## config.mk

```make
export PLATFORM = sky130hd
export DESIGN_NAME = touch_event_frame_decoder
export DESIGN_NICKNAME = d
export VERILOG_FILES = /design/src/tefd_pkg.sv /design/src/tefd_ctrl.sv /design/src/tefd_dp.sv /design/src/touch_event_frame_decoder.sv
export SDC_FILE = /design/constraint.sdc
export NUM_CORES = 2
export LEC_CHECK = 0
export ABC_CLOCK_PERIOD_IN_PS = 12200
export BUFFER_PORTS_ARGS = -buffer_cell sky130_fd_sc_hd__buf_2
export CORE_MARGIN = 2
export CORE_UTILIZATION = 65
export DETAILED_ROUTE_END_ITERATION = 12
export GPL_ROUTABILITY_DRIVEN = 0
export PLACE_DENSITY_LB_ADDON = 0.1
export SYNTH_ARGS = -nofsm -noshare
export SYNTH_HDL_FRONTEND = slang
export SYNTH_HIERARCHICAL = 1
export SYNTH_SLANG_ARGS = --single-unit
```

## constraint.sdc

```tcl
create_clock -name clk_i -period 12.2 [get_ports clk_i]
set_input_delay 0.61 -clock clk_i [delete_from_list [all_inputs] [get_ports clk_i]]
set_output_delay 0.61 -clock clk_i [all_outputs]
set_load 0.005 [all_outputs]
```

## src/tefd_pkg.sv

```systemverilog
package tefd_pkg;

  // event decode
  localparam logic [4:0] EVT_SYN        = 5'd0;
  localparam logic [4:0] EVT_KEY        = 5'd1;
  localparam logic [4:0] EVT_ABS        = 5'd3;
  localparam logic [9:0] CODE_REPORT    = 10'h000;
  localparam logic [9:0] CODE_BTN_TOUCH = 10'h14A;
  localparam logic [9:0] CODE_POS_X     = 10'h035;
  localparam logic [9:0] CODE_POS_Y     = 10'h036;
  localparam logic [31:0] BTN_UP        = 32'h0;
  localparam logic [31:0] BTN_DOWN      = 32'h1;

  // result status
  localparam logic [1:0] STATUS_DOWN = 2'd0;
  localparam logic [1:0] STATUS_MOVE = 2'd1;
  localparam logic [1:0] STATUS_UP   = 2'd2;

  // rotation codes
  localparam logic [1:0] ROT_0   = 2'd0;
  localparam logic [1:0] ROT_90  = 2'd1;
  localparam logic [1:0] ROT_180 = 2'd2;
  localparam logic [1:0] ROT_270 = 2'd3;

  // register indexes
  localparam logic [2:0] REG_ROTATION    = 3'd0;
  localparam logic [2:0] REG_DISP_WIDTH  = 3'd1;
  localparam logic [2:0] REG_DISP_HEIGHT = 3'd2;
  localparam logic [2:0] REG_TOUCH_MAX_X = 3'd3;
  localparam logic [2:0] REG_TOUCH_MAX_Y = 3'd4;

  localparam int CFG_IDX_W = 3;
  localparam int CFG_DATA_W = 16;

  // register reset values
  localparam logic [1:0]  RST_ROTATION    = 2'd0;
  localparam logic [13:0] RST_DISP_WIDTH  = 14'd1080;
  localparam logic [13:0] RST_DISP_HEIGHT = 14'd2400;
  localparam logic [15:0] RST_TOUCH_MAX   = 16'd4095;

  // quotient bits produced by the divider
  localparam int DIV_STEPS = 16;
  localparam int DIV_CNT_W = $clog2(DIV_STEPS);

  typedef struct packed {
    logic ev_fire;
    logic mul_en;
    logic abs_en;
    logic div_init;
    logic div_step;
    logic sat_en;
    logic sel_y;
    logic out_load;
  } cmd_t;

  typedef struct packed {
    logic is_report;
  } sts_t;

endpackage

```

## src/tefd_ctrl.sv

```systemverilog
module tefd_ctrl (
  input  logic          clk_i,
  input  logic          rst_ni,
  input  logic          in_valid_i,
  output logic          in_ready_o,
  output logic          out_valid_o,
  input  logic          out_ready_i,
  input  tefd_pkg::sts_t sts_i,
  output tefd_pkg::cmd_t cmd_o
);

  typedef enum logic [2:0] {
    ST_IDLE,
    ST_MUL,
    ST_ABS,
    ST_INIT,
    ST_DIV,
    ST_SAT,
    ST_OUT
  } state_e;

  state_e state_q;
  logic   sel_y_q;
  logic   out_valid_q;
  logic [tefd_pkg::DIV_CNT_W-1:0] cnt_q;

  logic in_fire;
  logic out_free;

  assign in_ready_o  = (state_q == ST_IDLE);
  assign in_fire     = in_valid_i && in_ready_o;
  assign out_valid_o = out_valid_q;
  assign out_free    = !out_valid_q || out_ready_i;

  always_comb begin
    cmd_o          = '0;
    cmd_o.ev_fire  = in_fire;
    cmd_o.mul_en   = (state_q == ST_MUL);
    cmd_o.abs_en   = (state_q == ST_ABS);
    cmd_o.div_init = (state_q == ST_INIT);
    cmd_o.div_step = (state_q == ST_DIV);
    cmd_o.sat_en   = (state_q == ST_SAT);
    cmd_o.sel_y    = sel_y_q;
    cmd_o.out_load = (state_q == ST_OUT) && out_free;
  end

  always_ff @(posedge clk_i or negedge rst_ni) begin
    if (!rst_ni) begin
      state_q     <= ST_IDLE;
      sel_y_q     <= 1'b0;
      out_valid_q <= 1'b0;
      cnt_q       <= '0;
    end else begin
      if (state_q == ST_OUT && out_free) begin
        out_valid_q <= 1'b1;
      end else if (out_valid_q && out_ready_i) begin
        out_valid_q <= 1'b0;
      end
      case (state_q)
        ST_IDLE: begin
          if (in_fire && sts_i.is_report) begin
            sel_y_q <= 1'b0;
            state_q <= ST_MUL;
          end
        end
        ST_MUL:  state_q <= ST_ABS;
        ST_ABS:  state_q <= ST_INIT;
        ST_INIT: begin
          cnt_q   <= '0;
          state_q <= ST_DIV;
        end
        ST_DIV: begin
          cnt_q <= cnt_q + 1'b1;
          if (cnt_q == tefd_pkg::DIV_CNT_W'(tefd_pkg::DIV_STEPS - 1)) begin
            state_q <= ST_SAT;
          end
        end
        ST_SAT: begin
          if (sel_y_q) begin
            state_q <= ST_OUT;
          end else begin
            sel_y_q <= 1'b1;
            state_q <= ST_MUL;
          end
        end
        ST_OUT: begin
          // hold until the output register is free
          if (out_free) begin
            state_q <= ST_IDLE;
          end
        end
        default: state_q <= ST_IDLE;
      endcase
    end
  end

endmodule

```

## src/tefd_dp.sv

```systemverilog
module tefd_dp (
  input  logic                              clk_i,
  input  logic                              rst_ni,
  input  logic                              cfg_we_i,
  input  logic [tefd_pkg::CFG_IDX_W-1:0]    cfg_idx_i,
  input  logic [tefd_pkg::CFG_DATA_W-1:0]   cfg_data_i,
  input  logic [4:0]                        req_type_i,
  input  logic [9:0]                        ev_code_i,
  input  logic signed [31:0]                ev_value_i,
  input  tefd_pkg::cmd_t                    cmd_i,
  output tefd_pkg::sts_t                    sts_o,
  output logic [1:0]                        touch_status_o,
  output logic signed [15:0]                point_x_o,
  output logic signed [15:0]                point_y_o
);

  // configuration
  logic [1:0]  rotation_q;
  logic [13:0] disp_w_q;
  logic [13:0] disp_h_q;
  logic [15:0] tmax_x_q;
  logic [15:0] tmax_y_q;

  // event state
  logic signed [31:0] last_x_q;
  logic signed [31:0] last_y_q;
  logic               btn_seen_q;
  logic               pressed_q;
  logic [1:0]         status_q;

  // arithmetic
  logic signed [48:0] prod_q;
  logic signed [48:0] prod_d;
  logic [47:0]        mag_q;
  logic [48:0]        mag_full;
  logic               neg_q;
  logic               ovf_q;
  logic [15:0]        rem_q;
  logic [15:0]        quo_q;
  logic [15:0]        xs_q;
  logic [15:0]        ys_q;

  logic [1:0]         touch_status_q;
  logic [15:0]        point_x_q;
  logic [15:0]        point_y_q;

  logic signed [33:0] sx, sy, mx, my, rx, ry;
  logic signed [33:0] mul_a;
  logic signed [14:0] mul_b;
  logic [15:0]        range_sel;
  logic [15:0]        div_sel;
  logic [16:0]        trial;
  logic               trial_ge;
  logic [16:0]        trial_sub;
  logic [15:0]        sat_res;

  assign sts_o.is_report = (req_type_i == tefd_pkg::EVT_SYN)
                        && (ev_code_i == tefd_pkg::CODE_REPORT)
                        && (ev_value_i == 32'sd0);

  // rotate the kept point
  always_comb begin
    sx = {{2{last_x_q[31]}}, last_x_q};
    sy = {{2{last_y_q[31]}}, last_y_q};
    mx = {18'd0, tmax_x_q};
    my = {18'd0, tmax_y_q};
    case (rotation_q)
      tefd_pkg::ROT_90: begin
        rx = sy;
        ry = mx - sx;
      end
      tefd_pkg::ROT_180: begin
        rx = mx - sx;
        ry = my - sy;
      end
      tefd_pkg::ROT_270: begin
        rx = my - sy;
        ry = sx;
      end
      default: begin
        rx = sx;
        ry = sy;
      end
    endcase
    mul_a     = cmd_i.sel_y ? ry : rx;
    mul_b     = cmd_i.sel_y ? $signed({1'b0, disp_h_q}) : $signed({1'b0, disp_w_q});
    prod_d    = mul_a * mul_b;
    range_sel = cmd_i.sel_y ? tmax_y_q : tmax_x_q;
    div_sel   = (range_sel == 16'd0) ? 16'd1 : range_sel;
  end

  assign mag_full = prod_q[48] ? ((~prod_q) + 49'd1) : prod_q;

  // one restoring step: shift in the next dividend bit
  assign trial     = {rem_q, quo_q[15]};
  assign trial_ge  = (trial >= {1'b0, div_sel});
  assign trial_sub = trial - {1'b0, div_sel};

  always_comb begin
    if (ovf_q) begin
      sat_res = neg_q ? 16'h8000 : 16'h7FFF;
    end else if (!neg_q) begin
      sat_res = quo_q[15] ? 16'h7FFF : quo_q;
    end else if (quo_q > 16'h8000) begin
      sat_res = 16'h8000;
    end else begin
      sat_res = (~quo_q) + 16'd1;
    end
  end

  always_ff @(posedge clk_i or negedge rst_ni) begin
    if (!rst_ni) begin
      rotation_q <= tefd_pkg::RST_ROTATION;
      disp_w_q   <= tefd_pkg::RST_DISP_WIDTH;
      disp_h_q   <= tefd_pkg::RST_DISP_HEIGHT;
      tmax_x_q   <= tefd_pkg::RST_TOUCH_MAX;
      tmax_y_q   <= tefd_pkg::RST_TOUCH_MAX;
      last_x_q   <= '0;
      last_y_q   <= '0;
      btn_seen_q <= 1'b0;
      pressed_q  <= 1'b0;
    end else begin
      if (cfg_we_i) begin
        case (cfg_idx_i)
          tefd_pkg::REG_ROTATION:    rotation_q <= cfg_data_i[1:0];
          tefd_pkg::REG_DISP_WIDTH:  disp_w_q   <= cfg_data_i[13:0];
          tefd_pkg::REG_DISP_HEIGHT: disp_h_q   <= cfg_data_i[13:0];
          tefd_pkg::REG_TOUCH_MAX_X: tmax_x_q   <= cfg_data_i;
          tefd_pkg::REG_TOUCH_MAX_Y: tmax_y_q   <= cfg_data_i;
          default: ;
        endcase
      end
      if (cmd_i.ev_fire) begin
        if (req_type_i == tefd_pkg::EVT_ABS) begin
          if (ev_code_i == tefd_pkg::CODE_POS_X) begin
            last_x_q <= ev_value_i;
          end else if (ev_code_i == tefd_pkg::CODE_POS_Y) begin
            last_y_q <= ev_value_i;
          end
        end else if (req_type_i == tefd_pkg::EVT_KEY) begin
          if (ev_code_i == tefd_pkg::CODE_BTN_TOUCH &&
              (ev_value_i == tefd_pkg::BTN_UP || ev_value_i == tefd_pkg::BTN_DOWN)) begin
            btn_seen_q <= 1'b1;
            pressed_q  <= ev_value_i[0];
          end
        end else if (sts_o.is_report) begin
          // latch frame status, clear marks for the next frame
          btn_seen_q <= 1'b0;
          pressed_q  <= 1'b0;
        end
      end
    end
  end

  always_ff @(posedge clk_i) begin
    if (cmd_i.ev_fire && sts_o.is_report) begin
      status_q <= !btn_seen_q ? tefd_pkg::STATUS_MOVE :
                  (pressed_q ? tefd_pkg::STATUS_DOWN : tefd_pkg::STATUS_UP);
    end
    if (cmd_i.mul_en) begin
      prod_q <= prod_d;
    end
    if (cmd_i.abs_en) begin
      neg_q <= prod_q[48];
      mag_q <= mag_full[47:0];
    end
    if (cmd_i.div_init) begin
      // quotient reaches 2^16 exactly when the upper part is not below the divisor
      ovf_q <= (mag_q[47:16] >= {16'd0, div_sel});
      rem_q <= mag_q[31:16];
      quo_q <= mag_q[15:0];
    end
    if (cmd_i.div_step) begin
      rem_q <= trial_ge ? trial_sub[15:0] : trial[15:0];
      quo_q <= {quo_q[14:0], trial_ge};
    end
    if (cmd_i.sat_en) begin
      if (cmd_i.sel_y) begin
        ys_q <= sat_res;
      end else begin
        xs_q <= sat_res;
      end
    end
    if (cmd_i.out_load) begin
      touch_status_q <= status_q;
      point_x_q      <= xs_q;
      point_y_q      <= ys_q;
    end
  end

  assign touch_status_o = touch_status_q;
  assign point_x_o      = $signed(point_x_q);
  assign point_y_o      = $signed(point_y_q);

endmodule

```

## src/touch_event_frame_decoder.sv

```systemverilog
// Touch event frame decoder.
// Input channel (in_valid_i/in_ready_o) carries one input event word: type,
// code and signed value. Position and touch-button words update internal
// state and are taken one per cycle, back to back. A sync report word
// (type sync, code report, value 0) closes the frame and starts the
// coordinate pipeline; no further word is taken until it is done.
// Each coordinate runs multiply (one 34x15 signed multiplier, shared),
// magnitude, overflow check and a 16-step restoring divider, then
// saturation, X then Y. A result is loaded into the output register
// once both axes are done, and the input is ready again in the cycle
// after the load; any other word is taken without leaving idle.
// Output channel (out_valid_o/out_ready_i) holds status and point until
// taken. When the receiver stalls, new words are still taken; a following
// report computes its result and then waits for the output register to free.
// Configuration writes (cfg_we_i, cfg_idx_i, cfg_data_i) take effect at once.
// Reset clears the kept position and frame marks and loads the default
// registers; the output channel comes up empty.
module touch_event_frame_decoder (
  input  logic                            clk_i,
  input  logic                            rst_ni,
  input  logic                            cfg_we_i,
  input  logic [tefd_pkg::CFG_IDX_W-1:0]  cfg_idx_i,
  input  logic [tefd_pkg::CFG_DATA_W-1:0] cfg_data_i,
  input  logic                            in_valid_i,
  output logic                            in_ready_o,
  input  logic [4:0]                      req_type_i,
  input  logic [9:0]                      ev_code_i,
  input  logic signed [31:0]              ev_value_i,
  output logic                            out_valid_o,
  input  logic                            out_ready_i,
  output logic [1:0]                      touch_status_o,
  output logic signed [15:0]              point_x_o,
  output logic signed [15:0]              point_y_o
);

  tefd_pkg::cmd_t cmd;
  tefd_pkg::sts_t sts;

  tefd_ctrl u_ctrl (
    .clk_i       (clk_i),
    .rst_ni      (rst_ni),
    .in_valid_i  (in_valid_i),
    .in_ready_o  (in_ready_o),
    .out_valid_o (out_valid_o),
    .out_ready_i (out_ready_i),
    .sts_i       (sts),
    .cmd_o       (cmd)
  );

  tefd_dp u_dp (
    .clk_i          (clk_i),
    .rst_ni         (rst_ni),
    .cfg_we_i       (cfg_we_i),
    .cfg_idx_i      (cfg_idx_i),
    .cfg_data_i     (cfg_data_i),
    .req_type_i     (req_type_i),
    .ev_code_i      (ev_code_i),
    .ev_value_i     (ev_value_i),
    .cmd_i          (cmd),
    .sts_o          (sts),
    .touch_status_o (touch_status_o),
    .point_x_o      (point_x_o),
    .point_y_o      (point_y_o)
  );

  // a report word starts the compute sequence
  assert property (@(posedge clk_i) disable iff (!rst_ni)
    (in_valid_i && in_ready_o && sts.is_report) |=> !in_ready_o)
    else $error("input still ready after report word");

  // a fresh result appears only as the sequencer returns to idle
  assert property (@(posedge clk_i) disable iff (!rst_ni)
    $rose(out_valid_o) |-> in_ready_o)
    else $error("result loaded while still busy");

  // status code is always one of down, move, up
  assert property (@(posedge clk_i) disable iff (!rst_ni)
    out_valid_o |-> (touch_status_o == tefd_pkg::STATUS_DOWN ||
                     touch_status_o == tefd_pkg::STATUS_MOVE ||
                     touch_status_o == tefd_pkg::STATUS_UP))
    else $error("invalid touch status");

  // the output register is only reloaded once it is free
  assert property (@(posedge clk_i) disable iff (!rst_ni)
    cmd.out_load |-> (!out_valid_o || out_ready_i))
    else $error("output overwritten while stalled");

endmodule

```

==> flow_metrics.py <==
metrics = {
    "timing": {
        "grt_setup_unrepaired": "no",
        "final_min_period_over_clock_period_pct": 89.2,
        "tightestPinTransition_ns": 1.26,
        "final-setup-viol-count": 0,
        "slew_headroom_pct": 15.7,
        "clock.fmax_mhz": 91.9,
        "timing_hold_violations_final": 0,
        "maxSlewViolCount": 0,
        "setup_total_negative_slack_ns": 0,
        "fin_skew_ns": 0.0357,
        "period_minus_slack_ns": 10.88,
    },
    "run": {
        "cap_viol_max_count": 0,
    },
    "global_route": {
        "grt_first_pass_wirelength_um": 160000,
        "maximum_number_of_pins_on_one_net_before_global_route_repair": 74,
        "grt_overflow": 0,
        "grt.total_usage_pct": 36.9,
        "first_global_vias": 28400,
        "initial_antenna_violation_count": 2,
    },
    "drt": {
        "finalWirelength_um": 101000,
        "wire_per_inst_um": 23.3,
        "remaining_number_of_nets_flagged_by_the_antenna_check_after_routing": 0,
        "drc": 0,
        "drt_first_iter_violations": 2749,
        "via_per_inst": 6.39,
        "dr.pass1.iters": 8,
        "vias": 27600,
    },
    "critical_path": {
        "worstPathRequired_ns": 12.59,
        "worst_path_most_repeated_cell": "fa_1",
        "regToRegSetupSlack_ns": 1.32,
        "timing.critical_path.arrival_ns": 11.28,
        "timing.rr.end": "u_dp/prod_q[44]$_DFFE_PP_",
        "critPathCaptureType": "flip-flop",
        "largest_stage_delay_on_the_critical_path_ns": 0.64,
        "worst-path-max-fanout": 14,
        "ff2ff_path_depth": 33,
        "worst_path_max_delay_cell": "fa_1",
        "worst_setup_path_startpoint": "u_dp/tmax_y_q[0]$_DFFE_PN1P_",
        "kind_of_start_point_of_the_critical_path": "flip-flop",
        "critical_path_class": "reg2reg",
        "rr_startpoint": "u_dp/tmax_y_q[0]$_DFFE_PN1P_",
    },
    "cts": {
        "cts_hold_buffers": 0,
        "tritoncts_clock_tree": "yes",
        "cts_root_buffer": "clkbuf_16",
        "cts-root-to-sink-buffers": 3,
        "clk_latency_ns": 0.59,
        "cts.repair_timing.setup_buffer_count": 0,
        "cts.htree.levels": 2,
        "clk_pin_slew_ns": 0.06,
        "total_clock_sinks": 336,
        "cts_inserted_buffers": 37,
        "cts_repair_resize_count": 0,
    },
    "floorplanning": {
        "dieHeight_um": 237,
        "coreArea_um2": 53700,
        "floorplan.die_area_um2": 56000,
        "rows": 85,
        "starting_density_of_the_core_pct": 65.5,
        "pin_count": 107,
        "fp.dieW_um": 237,
    },
    "logic_synthesis": {
        "synthesized_nets": 4236,
        "synth.distinct_cells": 92,
        "number_of_enable_flip_flop_cells_after_synthesis": 199,
        "yosysWarningCount": 6,
        "post_synth.cell_area_avg_um2": 9.88,
        "synth_sequential_area_ratio_pct": 26.9,
        "synthesis.area_um2": 35200,
        "yosys_register_bits": 336,
        "synth_ff_type": "edfxtp_1",
        "syn_inst": 3559,
        "asyncSetResetFlopFracSynth_pct": 40.8,
    },
    "cells_and_area": {
        "num_antenna_cells": 0,
        "fraction_of_final_layout_cells_sized_beyond_drive_strength_1_pct": 12.6,
        "syn2layout_area_growth_pct": 7.07,
        "final_net_count": 4276,
    },
    "hold_path": {
        "timing.hold.worst.class": "in2async",
    },
    "placed_design": {
        "portBuffers": 106,
        "dp_hpwl_um": 77700,
    },
    "status": {
        "status": "completed",
    },
}
==> cells in the mapped netlist, types with 19 or more instances <==
cell type,n,area share (%)
dfrtp_1,105,7.5
xor2_1,37,0.92
ha_1,177,6.3
mux2i_1,63,1.8
nor2_1,245,2.6
nor2b_1,20,0.36
a21o_1,57,1.2
nand2_1,295,3.1
buf_1,25,0.27
clkbuf_1,121,1.3
a21oi_1,136,1.9
dfstp_2,32,2.4
nand3_1,63,0.90
nor3_1,71,1.0
nand4_1,23,0.41
inv_1,540,5.8
nand2b_1,48,0.85
and2_1,75,1.3
or3_1,36,0.64
nor4_1,19,0.34
fa_1,429,24
o22ai_1,19,0.34
a31oi_1,26,0.46
xnor2_1,100,2.5
and3_1,25,0.44
edfxtp_1,199,17
o21ai_0,106,1.5
mux2_2,157,5.0
==> through the flow <==
stage | cells | hold slack, ns | util, % | area [µm²] | worst slack [ns]
after floorplan | 3559 | 0.314 | - | 35200 | 2.57
after global placement | 4256 | 0.402 | 67.8 | 36400 | 1.89
after detailed placement | 4256 | 0.405 | 67.8 | 36400 | 1.71
after CTS | 4323 | 0.0523 | 70.1 | 37700 | 1.69
after global routing | 4323 | 0.0795 | 70.1 | 37700 | 0.824
final | 4323 | 0.0410 | 70.1 | 37700 | 1.32
==> cells in the final DEF (no fill, tap or decap), types with 12 or more instances in the layout <==
master / instances
nand3_1: 63
nand2_1: 295
nand2b_1: 48
edfxtp_1: 199
nand4_1: 23
o21bai_1: 12
clkbuf_16: 38
o31ai_1: 17
o21a_1: 16
o41ai_1: 16
o221ai_1: 13
xor2_1: 37
fa_1: 429
buf_2: 105
a31oi_1: 25
dfstp_2: 32
nor3_1: 69
nor4_1: 19
a21oi_1: 136
ha_1: 177
or4_1: 13
mux2_2: 157
and2_1: 75
or3_1: 36
and3_1: 25
o22ai_1: 18
a22oi_1: 16
a211oi_1: 14
inv_1: 540
nor2_1: 245
nor2b_1: 20
xnor2_1: 100
mux2i_1: 60
dfrtp_1: 103
buf_4: 47
o21ai_0: 105
or2_2: 16
a21o_1: 57
==> area by class of cell <==
cell class | count | area [µm²]
Clock buffer | 47 | 995
Clock inverter | 20 | 249
Fill cell | 4009 | 16100
Inverter | 543 | 2040
Multi-Input combinational cell | 2528 | 23200
Sequential cell | 336 | 9450
Tap cell | 696 | 871
Timing Repair Buffer | 153 | 890
==> state kept, by name, indices dropped and copies added (netlist names), 32 cells and up <==
signal,count
u_dp/prod_q,49
u_dp/mag_q,48
u_dp/last_x_q,32
u_dp/last_y_q,32
==> routing by layer <==
layer	vias up	track usage [%]	wire length (µm)	part of all wire [%]
met3	354	9.37	11400	11
met2	1651	58.0	46200	46
met1	13600	48.3	37700	37
met5	-	0.173	0	0
met4	0	17.8	5380	5.3
li1	12000	-	-	-
==> worst max path at each step <==
stage / slack, ns / depth (start not counted) / end
2_1_floorplan: 2.57 / 34 / u_dp/prod_q[44]$_DFFE_PP_
3_3_place_gp: 1.89 / 33 / u_dp/prod_q[44]$_DFFE_PP_
3_5_place_dp: 1.71 / 34 / u_dp/prod_q[44]$_DFFE_PP_
4_1_cts: 1.69 / 33 / u_dp/prod_q[44]$_DFFE_PP_
5_1_grt: 0.82 / 33 / u_dp/prod_q[44]$_DFFE_PP_
6_report: 1.32 / 33 / u_dp/prod_q[44]$_DFFE_PP_
==> worst max-delay path: cells and delay by family (launching register included) <==
kind            cells  cell delay (ns)
compound gates     14             4.37
xor+xnor            1             0.11
fa+ha+maj           9             4.16
buf+inv             5             0.30
flops               1             0.53
simple gates        4             1.20
==> cell families (layout without fill, tap and decap cells) <==
family,after synthesis,in the layout,share of synthesized area (%)
AO/OA/AOI/OAI,577,577,11.0
XOR/XNOR,137,137,3.41
adder cells (fa/ha/maj),606,606,30.7
buffers and inverters,695,763,7.50
flip-flops,336,336,26.9
multiplexers,223,223,6.95
AND/OR/NAND/NOR,985,985,13.6
Power is not shown: default switching activity piles up to over one toggle a cycle in this logic, so the estimate is an artifact.
